$ cat src/tlvfx_pkg.sv
// ----------------------------------------------------------------------------
// tlvfx_pkg: shared types and constants for the TLV field extractor
// Parse phase codes, the parse state record and register map.
// ----------------------------------------------------------------------------
package tlvfx_pkg;

  localparam int unsigned DataW  = 8;
  localparam int unsigned ValueW = 32;
  localparam int unsigned AddrW  = 3;

  localparam logic [7:0] ExtFlag    = 8'h80;
  localparam logic [7:0] ExtCntMask = 8'h7f;
  localparam logic [6:0] MaxExtCnt  = 7'd4;

  // word index of each configuration register
  localparam logic RegMatchType = 1'b0;
  localparam logic RegEndType   = 1'b1;

  typedef enum logic [2:0] {
    PH_TYPE   = 3'd0,
    PH_LEN    = 3'd1,
    PH_EXTLEN = 3'd2,
    PH_VALUE  = 3'd3,
    PH_DONE   = 3'd4
  } phase_e;

  typedef struct packed {
    phase_e              phase;
    logic [2:0]          ext_left;
    logic [ValueW-1:0]   remaining;
    logic                opt_hit;
    logic [ValueW-1:0]   accum;
    logic                found;
  } parse_state_t;

  localparam parse_state_t ParseReset = '{
    phase:     PH_TYPE,
    ext_left:  3'd0,
    remaining: '0,
    opt_hit:   1'b0,
    accum:     '0,
    found:     1'b0
  };

endpackage

$ cat src/tlvfx_step.sv
// ----------------------------------------------------------------------------
// tlvfx_step: per-byte parse state update
// Computes the next parse state from the current state and one packet byte.
// ----------------------------------------------------------------------------
module tlvfx_step (
  input  tlvfx_pkg::parse_state_t cur_i,
  input  logic [7:0]              data_byte_i,
  input  logic                    last_byte_i,
  input  logic [7:0]              match_type_i,
  input  logic [7:0]              end_type_i,
  output tlvfx_pkg::parse_state_t nxt_o
);

  logic [6:0]  ext_cnt;
  logic [31:0] ext_len;
  logic [2:0]  ext_left_dec;
  logic [31:0] rem_dec;
  logic [31:0] len_sel;
  logic        len_valid;

  assign ext_cnt      = data_byte_i[6:0] & tlvfx_pkg::ExtCntMask[6:0];
  assign ext_len      = {cur_i.remaining[23:0], data_byte_i};
  assign ext_left_dec = cur_i.ext_left - 3'd1;
  assign rem_dec      = cur_i.remaining - 32'd1;

  always_comb begin
    nxt_o     = cur_i;
    len_sel   = '0;
    len_valid = 1'b0;

    unique case (cur_i.phase)
      tlvfx_pkg::PH_TYPE: begin
        if (last_byte_i || (data_byte_i == end_type_i)) begin
          nxt_o.phase = tlvfx_pkg::PH_DONE;
        end else begin
          nxt_o.opt_hit = (data_byte_i == match_type_i);
          nxt_o.phase   = tlvfx_pkg::PH_LEN;
        end
      end
      tlvfx_pkg::PH_LEN: begin
        if ((data_byte_i & tlvfx_pkg::ExtFlag) != 8'd0) begin
          if (ext_cnt > tlvfx_pkg::MaxExtCnt) begin
            nxt_o.phase = tlvfx_pkg::PH_DONE;
          end else if (ext_cnt == 7'd0) begin
            len_valid = 1'b1;
          end else begin
            nxt_o.ext_left  = ext_cnt[2:0];
            nxt_o.remaining = '0;
            nxt_o.phase     = tlvfx_pkg::PH_EXTLEN;
          end
        end else begin
          len_sel   = {24'd0, data_byte_i};
          len_valid = 1'b1;
        end
      end
      tlvfx_pkg::PH_EXTLEN: begin
        nxt_o.remaining = ext_len;
        nxt_o.ext_left  = ext_left_dec;
        if (ext_left_dec == 3'd0) begin
          len_sel   = ext_len;
          len_valid = 1'b1;
        end
      end
      tlvfx_pkg::PH_VALUE: begin
        if (cur_i.opt_hit) begin
          nxt_o.accum = {cur_i.accum[23:0], data_byte_i};
        end
        nxt_o.remaining = rem_dec;
        if (rem_dec == 32'd0) begin
          if (cur_i.opt_hit) begin
            nxt_o.found = 1'b1;
            nxt_o.phase = tlvfx_pkg::PH_DONE;
          end else begin
            nxt_o.phase = tlvfx_pkg::PH_TYPE;
          end
        end
      end
      default: begin
        // done: ignore bytes until the packet ends
      end
    endcase

    // full length known: start the value or close the option
    if (len_valid) begin
      nxt_o.accum = '0;
      if (len_sel == 32'd0) begin
        if (cur_i.opt_hit) begin
          nxt_o.found = 1'b1;
          nxt_o.phase = tlvfx_pkg::PH_DONE;
        end else begin
          nxt_o.phase = tlvfx_pkg::PH_TYPE;
        end
      end else begin
        nxt_o.remaining = len_sel;
        nxt_o.phase     = tlvfx_pkg::PH_VALUE;
      end
    end
  end

endmodule

$ cat src/tlv_field_extractor.sv
// ----------------------------------------------------------------------------
// tlv_field_extractor: streaming TLV option value extractor
// Scans packet bytes and reports the value of the first matching option.
// ----------------------------------------------------------------------------
// Usage:
//   Input channel: one packet byte per beat (data_byte_i, last_byte_i) on
//   in_valid_i / in_ready_o. Bytes may arrive every cycle while in_ready_o is
//   high; each accepted beat updates the parse state register.
//   Output channel: one beat per packet (found_o, field_value_o) on
//   out_valid_o / out_ready_i, presented the cycle after the packet's last
//   byte is accepted. Throughput is one byte per cycle while in_ready_o is high.
//   The result sits in an output register; while it waits, a new byte is
//   still taken in the same cycle the receiver takes the result. When the
//   receiver stalls, in_ready_o drops only while a result is pending and
//   not being taken.
//   Configuration: match_type at 0x0, end_type at 0x4 over the APB port;
//   write only between packets.
//   Reset clears the parse state, both registers and the output register.
// ----------------------------------------------------------------------------
module tlv_field_extractor (
  input  logic        clk_i,
  input  logic        rst_ni,
  // byte input
  input  logic        in_valid_i,
  output logic        in_ready_o,
  input  logic [7:0]  data_byte_i,
  input  logic        last_byte_i,
  // result output
  output logic        out_valid_o,
  input  logic        out_ready_i,
  output logic        found_o,
  output logic [31:0] field_value_o,
  // configuration
  input  logic        psel,
  input  logic        penable,
  input  logic        pwrite,
  input  logic [tlvfx_pkg::AddrW-1:0] paddr,
  input  logic [31:0] pwdata,
  output logic [31:0] prdata,
  output logic        pready
);

  tlvfx_pkg::parse_state_t state_q, state_d, step_nxt;

  logic [7:0]  match_type_q, end_type_q;
  logic        out_valid_q, out_valid_d;
  logic        found_q, found_d;
  logic [31:0] value_q, value_d;
  logic        in_acc;
  logic        cfg_wr;
  logic        reg_idx;

  assign pready  = 1'b1;
  assign reg_idx = paddr[2];
  assign cfg_wr  = psel && penable && pwrite;

  always_comb begin
    unique case (reg_idx)
      tlvfx_pkg::RegMatchType: prdata = {24'd0, match_type_q};
      tlvfx_pkg::RegEndType:   prdata = {24'd0, end_type_q};
      default:                 prdata = '0;
    endcase
  end

  always_ff @(posedge clk_i or negedge rst_ni) begin
    if (!rst_ni) begin
      match_type_q <= 8'd0;
      end_type_q   <= 8'd0;
    end else if (cfg_wr) begin
      if (reg_idx == tlvfx_pkg::RegMatchType) begin
        match_type_q <= pwdata[7:0];
      end else begin
        end_type_q <= pwdata[7:0];
      end
    end
  end

  assign in_ready_o = !out_valid_q || out_ready_i;
  assign in_acc     = in_valid_i && in_ready_o;

  tlvfx_step u_step (
    .cur_i        (state_q),
    .data_byte_i  (data_byte_i),
    .last_byte_i  (last_byte_i),
    .match_type_i (match_type_q),
    .end_type_i   (end_type_q),
    .nxt_o        (step_nxt)
  );

  always_comb begin
    state_d     = state_q;
    out_valid_d = out_valid_q;
    found_d     = found_q;
    value_d     = value_q;
    if (out_ready_i) begin
      out_valid_d = 1'b0;
    end
    if (in_acc) begin
      if (last_byte_i) begin
        // close the packet: load the result, restart the parse
        out_valid_d = 1'b1;
        found_d     = step_nxt.found;
        value_d     = step_nxt.found ? step_nxt.accum : 32'd0;
        state_d     = tlvfx_pkg::ParseReset;
      end else begin
        state_d = step_nxt;
      end
    end
  end

  always_ff @(posedge clk_i or negedge rst_ni) begin
    if (!rst_ni) begin
      state_q     <= tlvfx_pkg::ParseReset;
      out_valid_q <= 1'b0;
      found_q     <= 1'b0;
      value_q     <= 32'd0;
    end else begin
      state_q     <= state_d;
      out_valid_q <= out_valid_d;
      found_q     <= found_d;
      value_q     <= value_d;
    end
  end

  assign out_valid_o   = out_valid_q;
  assign found_o       = found_q;
  assign field_value_o = value_q;

  a_last_gives_result: assert property (
    @(posedge clk_i) disable iff (!rst_ni)
    (in_acc && last_byte_i) |=> out_valid_o
  ) else $error("no result after last byte");

  a_zero_when_missing: assert property (
    @(posedge clk_i) disable iff (!rst_ni)
    (out_valid_o && !found_o) |-> (field_value_o == 32'd0)
  ) else $error("nonzero value without match");

  a_restart_after_packet: assert property (
    @(posedge clk_i) disable iff (!rst_ni)
    (in_acc && last_byte_i) |=>
      (state_q.phase == tlvfx_pkg::PH_TYPE) && !state_q.found
  ) else $error("parse state not cleared at packet end");

  a_extlen_count: assert property (
    @(posedge clk_i) disable iff (!rst_ni)
    (state_q.phase == tlvfx_pkg::PH_EXTLEN) |-> (state_q.ext_left != 3'd0)
  ) else $error("extended length phase with zero count");

endmodule
$ cat config.mk
export PLATFORM = sky130hd
export DESIGN_NAME = tlv_field_extractor
export DESIGN_NICKNAME = d
export VERILOG_FILES = /design/src/tlvfx_pkg.sv /design/src/tlvfx_step.sv /design/src/tlv_field_extractor.sv
export SDC_FILE = /design/constraint.sdc
export NUM_CORES = 1
export LEC_CHECK = 0
export ABC_AREA = 1
export BUFFER_PORTS_ARGS = -buffer_cell sky130_fd_sc_hd__buf_2
export CORE_MARGIN = 2
export CORE_UTILIZATION = 40
export CTS_BUF_LIST = sky130_fd_sc_hd__clkbuf_8
export CTS_CLUSTER_SIZE = 10
export DETAILED_ROUTE_END_ITERATION = 10
export HOLD_SLACK_MARGIN = 0.03
export SLEW_MARGIN = 20
export SYNTH_ARGS = -nofsm -noshare
export SYNTH_HDL_FRONTEND = slang
export SYNTH_SLANG_ARGS = --single-unit
$ cat constraint.sdc
create_clock -name clk_i -period 3 [get_ports clk_i]
set_input_delay 0.45 -clock clk_i [delete_from_list [all_inputs] [get_ports clk_i]]
set_output_delay 0.45 -clock clk_i [all_outputs]
set_load 0.01 [all_outputs]
== Word level (Yosys, flattened, before mapping) ==
Index checks and enable logic that the tools add are counted.

* Mux-type cells: 37
* Bitwise operators: 1
* Reductions and logical operators: 20
* Add/sub/neg operators: 2
* $lt $le $gt $ge: 1
* Equality and inequality tests: 12

{| class="wikitable"
|+ Operators by type and width
! kind !! count
|-
| $mux 32 || 5
|-
| $pmux 32 s2 || 2
|-
| $pmux 32 s3 || 1
|-
| $mux 38 || 2
|-
| $mux 72 || 1
|-
| $mux 33 || 2
|-
| $logic_not 32->1 || 2
|-
| $mux 35 || 1
|-
| $sub 32x1->32 const B || 1
|-
| $mux 3 || 6
|-
| $eq 8x8->1 || 2
|-
| $mux 1 || 13
|-
| $reduce_and 5->1 || 2
|-
| $ne 3x3->1 const B || 3
|-
| $pmux 3 s3 || 1
|-
| $gt 7x3->1 const B || 1
|-
| $logic_not 7->1 || 1
|-
| $mux 7 || 1
|-
| $eq 3x2->1 const B || 2
|-
| $logic_not 3->1 || 2
|-
| $pmux 3 s2 || 1
|-
| $reduce_and 2->1 || 3
|-
| $ne 5x3->1 const B || 1
|-
| $reduce_bool 5->1 || 1
|-
| other kinds (13) || 16
|}

* Output and inout bits: 68
* Flip-flop bits (word level): 122
* Input bits: 51

== Logic depth before layout (Yosys ltp) ==
* Depth after elaboration: 8
* Gate-level depth with buffers: 18
* Mapped depth without buffers: 17

== Cells and area by module ==
A second synthesis with hierarchy kept.

* Cells, all modules: 1313
* Area total of the unflattened synthesis: 8668.3 µm²

{| class="wikitable"
|+ Modules (own cells, without submodules)
! module !! sequential area each (µm²) !! cells each !! times used !! area each (µm²)
|-
| tlv_field_extractor || 3052.9 || 656 || 1 || 5459.0
|-
| tlvfx_step || 0.0 || 657 || 1 || 3209.3
|}

== Worst setup path after synthesis ==
OpenSTA, ideal clock, no wires.

* Path type: register to register
* From: register state_q[35] (netlist bit)
* To: register value_q[0] (netlist: field_value_o[0])
* Data arrival time: 2105 ps
* Slack: 830 ps
* Buffers on the path: 2
* Stages on the path, launching flop included: 16
* Library setup time: 66 ps
* Cell sequence: dfrtp_1 inv_1 ha_1 nand3_4 nor2_4 buf_6 nand2_1 xor2_1 a21oi_1 nand2_1 nor2_2 nand4_2 nand2_4 buf_12 nand3_2 nand2_1

* Word-level cells in the longest chain between the ends: 8

{| class="wikitable"
|+ Ends and longest elaborated chain
! item !! line !! RTL
|-
| start, declared || tlv_field_extractor.sv:43 || <nowiki>tlvfx_pkg::parse_state_t state_q, state_d, step_nxt;</nowiki>
|-
| start signal, assigned || tlv_field_extractor.sv:113 || <nowiki>state_q <= tlvfx_pkg::ParseReset;</nowiki>
|-
| start signal, assigned || tlv_field_extractor.sv:118 || <nowiki>state_q <= state_d;</nowiki>
|-
| $sub 32x1->32 || tlvfx_step.sv:24 || <nowiki>assign rem_dec = cur_i.remaining - 32'd1;</nowiki>
|-
| $logic_not 32->1 || tlvfx_step.sv:69 || <nowiki>if (rem_dec == 32'd0) begin</nowiki>
|-
| $mux 1 || tlvfx_step.sv:69 ||
|-
| $mux 33 || tlvfx_step.sv:31 || <nowiki>unique case (cur_i.phase)</nowiki>
|-
| $mux 1 || tlvfx_step.sv:87 || <nowiki>if (cur_i.opt_hit) begin</nowiki>
|-
| $mux 1 || tlvfx_step.sv:86 || <nowiki>if (len_sel == 32'd0) begin</nowiki>
|-
| $mux 33 * || tlvfx_step.sv:84 || <nowiki>if (len_valid) begin</nowiki>
|-
| $mux 32 * || tlv_field_extractor.sv:103 || <nowiki>value_d = step_nxt.found ? step_nxt.accum : 32'd0;</nowiki>
|-
| end signal, assigned || tlv_field_extractor.sv:121 || <nowiki>value_q <= value_d;</nowiki>
|-
| end, declared || tlv_field_extractor.sv:48 || <nowiki>logic [31:0] value_q, value_d;</nowiki>
|}

Mark *: on every way between the ends. The rest lies on a longest branch, timed or not.
A chain may end at the register's enable or synchronous reset.

== Worst setup path in the final report ==
* From: register state_q[35] (netlist bit)
* To: register value_q[17] (netlist: field_value_o[17])

Same word-level chain as after synthesis.

==> impl_metrics.json <==
{
  "seqCellArea_um2": 3053,
  "root_buffer": "clkbuf_8",
  "ios": 119,
  "synth.area.mux_share_pct": 0,
  "leakage_nw": 4.806,
  "fill_cells": 2102,
  "power.share.sequential_pct": 22.6,
  "grt_pass1_wl_um": 39310,
  "max_freq_mhz": 360.1,
  "coreArea_um2": 20300,
  "n_antenna_cell": 0,
  "synth_most_common_cell": "nand2_1",
  "clock-sinks": 122,
  "synth_compound_area_share_pct": 17.27,
  "nets": 1297,
  "combPwrFrac_pct": 60.2,
  "grt_setup_unrepaired": "false",
  "hold_viol_final": 0,
  "worst_pin_slew_ns": 0.6649,
  "cts_buffers": 17,
  "hold_class": "input pin to flip-flop",
  "layout-drive-gt1-share_pct": 15.54,
  "tritoncts": "built",
  "cp-start-kind": "flip-flop",
  "row_count": 52,
  "required_ns": 3.41,
  "synth_async_sr_flop_share_pct": 100.0,
  "worst_path_largest_cell_delay_ns": 0.45,
  "crit_buf_inv": 3,
  "postSynthAreaPerCell_um2": 6.972,
  "synthCells": 1187,
  "crit_arrival_ns": 3.19,
  "postCtsSetupRepairBufs": 0,
  "final.setup_skew_ns": 0.01263,
  "power_mw": 9.724,
  "synthSimpleGateAreaFrac_pct": 30.93,
  "wl_um": 23870,
  "die_w_um": 147.8,
  "yosysTopAreaCell": "dfrtp_1",
  "power.share.clock_pct": 17.1,
  "p_per_area_nw_per_um2": 1054,
  "dp_hpwl_um": 16720,
  "crit_path_frequent_cell": "nand2_1",
  "cp_max_fo": 13,
  "fin_crit_sh_pct": 92.57,
  "syn-cell-area_um2": 8275,
  "crit_chain": "inv_1, ha_1, nand3_4, nor2_2, nand2_1, nand2_1, nand2_1, clkinv_1, nand2_1, nor2_1, nand2_1, nor2_2, nand4_2, nand2_4, buf_12, nand3_1, nand2_1",
  "grt_overflow_total": 0,
  "drc_errors": 0,
  "avgViaCountPerCell": 5.242,
  "start_util_pct": 40.77,
  "finalSetupViolations": 0,
  "clockBufferDepth": 2,
  "min_period_ns": 2.777,
  "syn_to_final_growth_pct": 11.46,
  "num_vias": 7994,
  "synth_area_leaders": "dfrtp_1 37%, nand2_1 15%, o21ai_0 9.0%, inv_1 6.1%, nand3_1 3.9%",
  "yosys_warnings": 0,
  "drtAntennaViolNets": 0,
  "routedWlPerCell_um": 15.65,
  "cp-end-kind": "flip-flop",
  "numPortBuffers": 67,
  "ys_ff_latch": 122,
  "die_area_um2": 21860,
  "maxCapViolCount": 0,
  "cp_slowest_cell": "dfrtp_1",
  "gp_congestion": 0.9094,
  "status": "complete, no violations",
  "synth-xor-area-share_pct": 1.467,
  "ir_worst_vdd_v": 0.0004418,
  "path_delay_family": "simple AND/OR/NAND/NOR gates",
  "synth_top_cell_area_share_pct": 36.89,
  "slew_headroom_pct": 55.62,
  "switching_share_pct": 52.87,
  "ys_types": 47,
  "drv_slew": 0,
  "drt-pass1-iter-count": 5,
  "fin_tns_setup_ns": 0,
  "cts_resized": 0,
  "intPower_mw": 4.583,
  "seq_area_frac_synth_pct": 36.89,
  "antenna_found_initial": 0,
  "die_h_um": 147.8,
  "synth_edf_count": 0,
  "synthAdderAreaFrac_pct": 0.6048,
  "crit_type": "flip-flop to flip-flop",
  "synth_common_cells": "339 x nand2_1, 149 x o21ai_0, 135 x inv_1",
  "clkLatencyLatePin_ns": 0.47,
  "grt_max_degree": 66,
  "p_sw_mw": 5.141,
  "groute.usage.overall_pct": 22.43,
  "drt_iter0_markers": 642,
  "clk_pin_slew_ns": 0.08,
  "multi_input_area_um2": 4273,
  "timing.hold.ws_ns": 0.2390,
  "synth_top_family_by_area": "simple AND/OR/NAND/NOR gates",
  "yosys_most_used_dff": "dfrtp_1",
  "grt_pass1_vias": 7540,
  "htree_levels": 4
}
==> power by group through the flow <==
stage                     Combinational, mW  Sequential, mW  Clock [mW]
after detailed placement               5.68            2.22           0
after global placement                 5.63            2.23           0
after floorplan                        4.54            2.12           0
after global routing                   6.56            2.24        1.76
after CTS                              5.70            2.19        1.70
final                                  5.86            2.20        1.67
==> flip-flops by register name, indices dropped and copies added (netlist names) <==
| register | cells |
|---|---|
| state_q | 72 |
| field_value_o | 32 |
| end_type_q | 8 |
| match_type_q | 8 |
| found_o | 1 |
| out_valid_o | 1 |
==> path summary, 6_finish.rpt <==
kind	cells after the start	slack [ns]	to	startpoint
max	17	0.22	field_value_o[17]$_DFFE_PN0P_	state_q[35]$_DFFE_PN0P_
min	3	0.24	end_type_q[0]$_DFFE_PN0P_	pwdata[0]
max reg2reg	17	0.22	field_value_o[17]$_DFFE_PN0P_	state_q[35]$_DFFE_PN0P_
min reg2reg	2	0.48	field_value_o[5]$_DFFE_PN0P_	field_value_o[5]$_DFFE_PN0P_
max in group asynchronous	3	1.67	field_value_o[6]$_DFFE_PN0P_	rst_ni
min in group asynchronous	2	0.53	field_value_o[28]$_DFFE_PN0P_	rst_ni
==> per-stage QoR <==
step	setup WS [ns]	area, um2	std cells	utilization, %
final	0.2228	9224	1525	45.44
after global routing	0.02605	9224	1525	45.44
after CTS	0.2009	9218	1524	45.41
after detailed placement	0.2135	8776	1491	43.23
after global placement	0.2311	8776	1491	43.23
after floorplan	0.8299	8362	1210	-
==> layout by cell type (no fill, tap or decap), drive strengths merged, types with 2 or more instances in the layout <==
cell     instances
o211ai           8
buf             94
o21ai          154
a21oi           35
nand2          349
conb            25
bufinv           3
clkbuf          18
nor2            94
nand3           95
a31oi            2
xor2             3
nand4           14
dfrtp          122
ha               4
o2111ai          2
a22oi            7
o31ai            9
o22ai           38
nor3             5
inv            148
xnor2           10
clkinv           6
==> tightest hold or removal path, stage by stage <==
cell	delay (ns)
buf_2	0.09
inv_1	0.05
o21ai_0	0.08
==> logic make-up (layout without fill, tap and decap cells) <==
| kind of cell | after synthesis | in the layout |
|---|---|---|
| and+or+nand+nor | 560 | 561 |
| AOI/OAI and AO/OA | 259 | 259 |
| buffers and inverters | 227 | 271 |
| DFF | 122 | 122 |
| xor gates and xnor gates | 13 | 13 |
| adders and majority gates | 4 | 4 |
| other | 2 | 25 |
==> metal layers <==
metal / GRT usage [%] / vias up / routed length, um / part of all wire, %
met2: 34.88 / 306 / 10590 / 44
met5: 0 / - / 0 / 0
met3: 3.549 / 40 / 1498 / 6.3
li1: - / 3939 / - / -
met1: 31.84 / 3709 / 11300 / 47
met4: 7.857 / 0 / 481 / 2.0
==> repair_timing <==
action,CTS,global route
setup endpoints to repair,0,22
hold endpoints to repair,38,0
hold buffers,1,0
==> layout make-up <==
class | count | area share, %
Sequential cell | 122 | 33.10
Clock inverter | 14 | 1.994
Multi-Input combinational cell | 862 | 46.32
Clock buffer | 18 | 2.686
Inverter | 144 | 5.860
Tap cell | 270 | 3.663
Timing Repair Buffer | 95 | 6.375
Power figures use the tool's default switching activity.
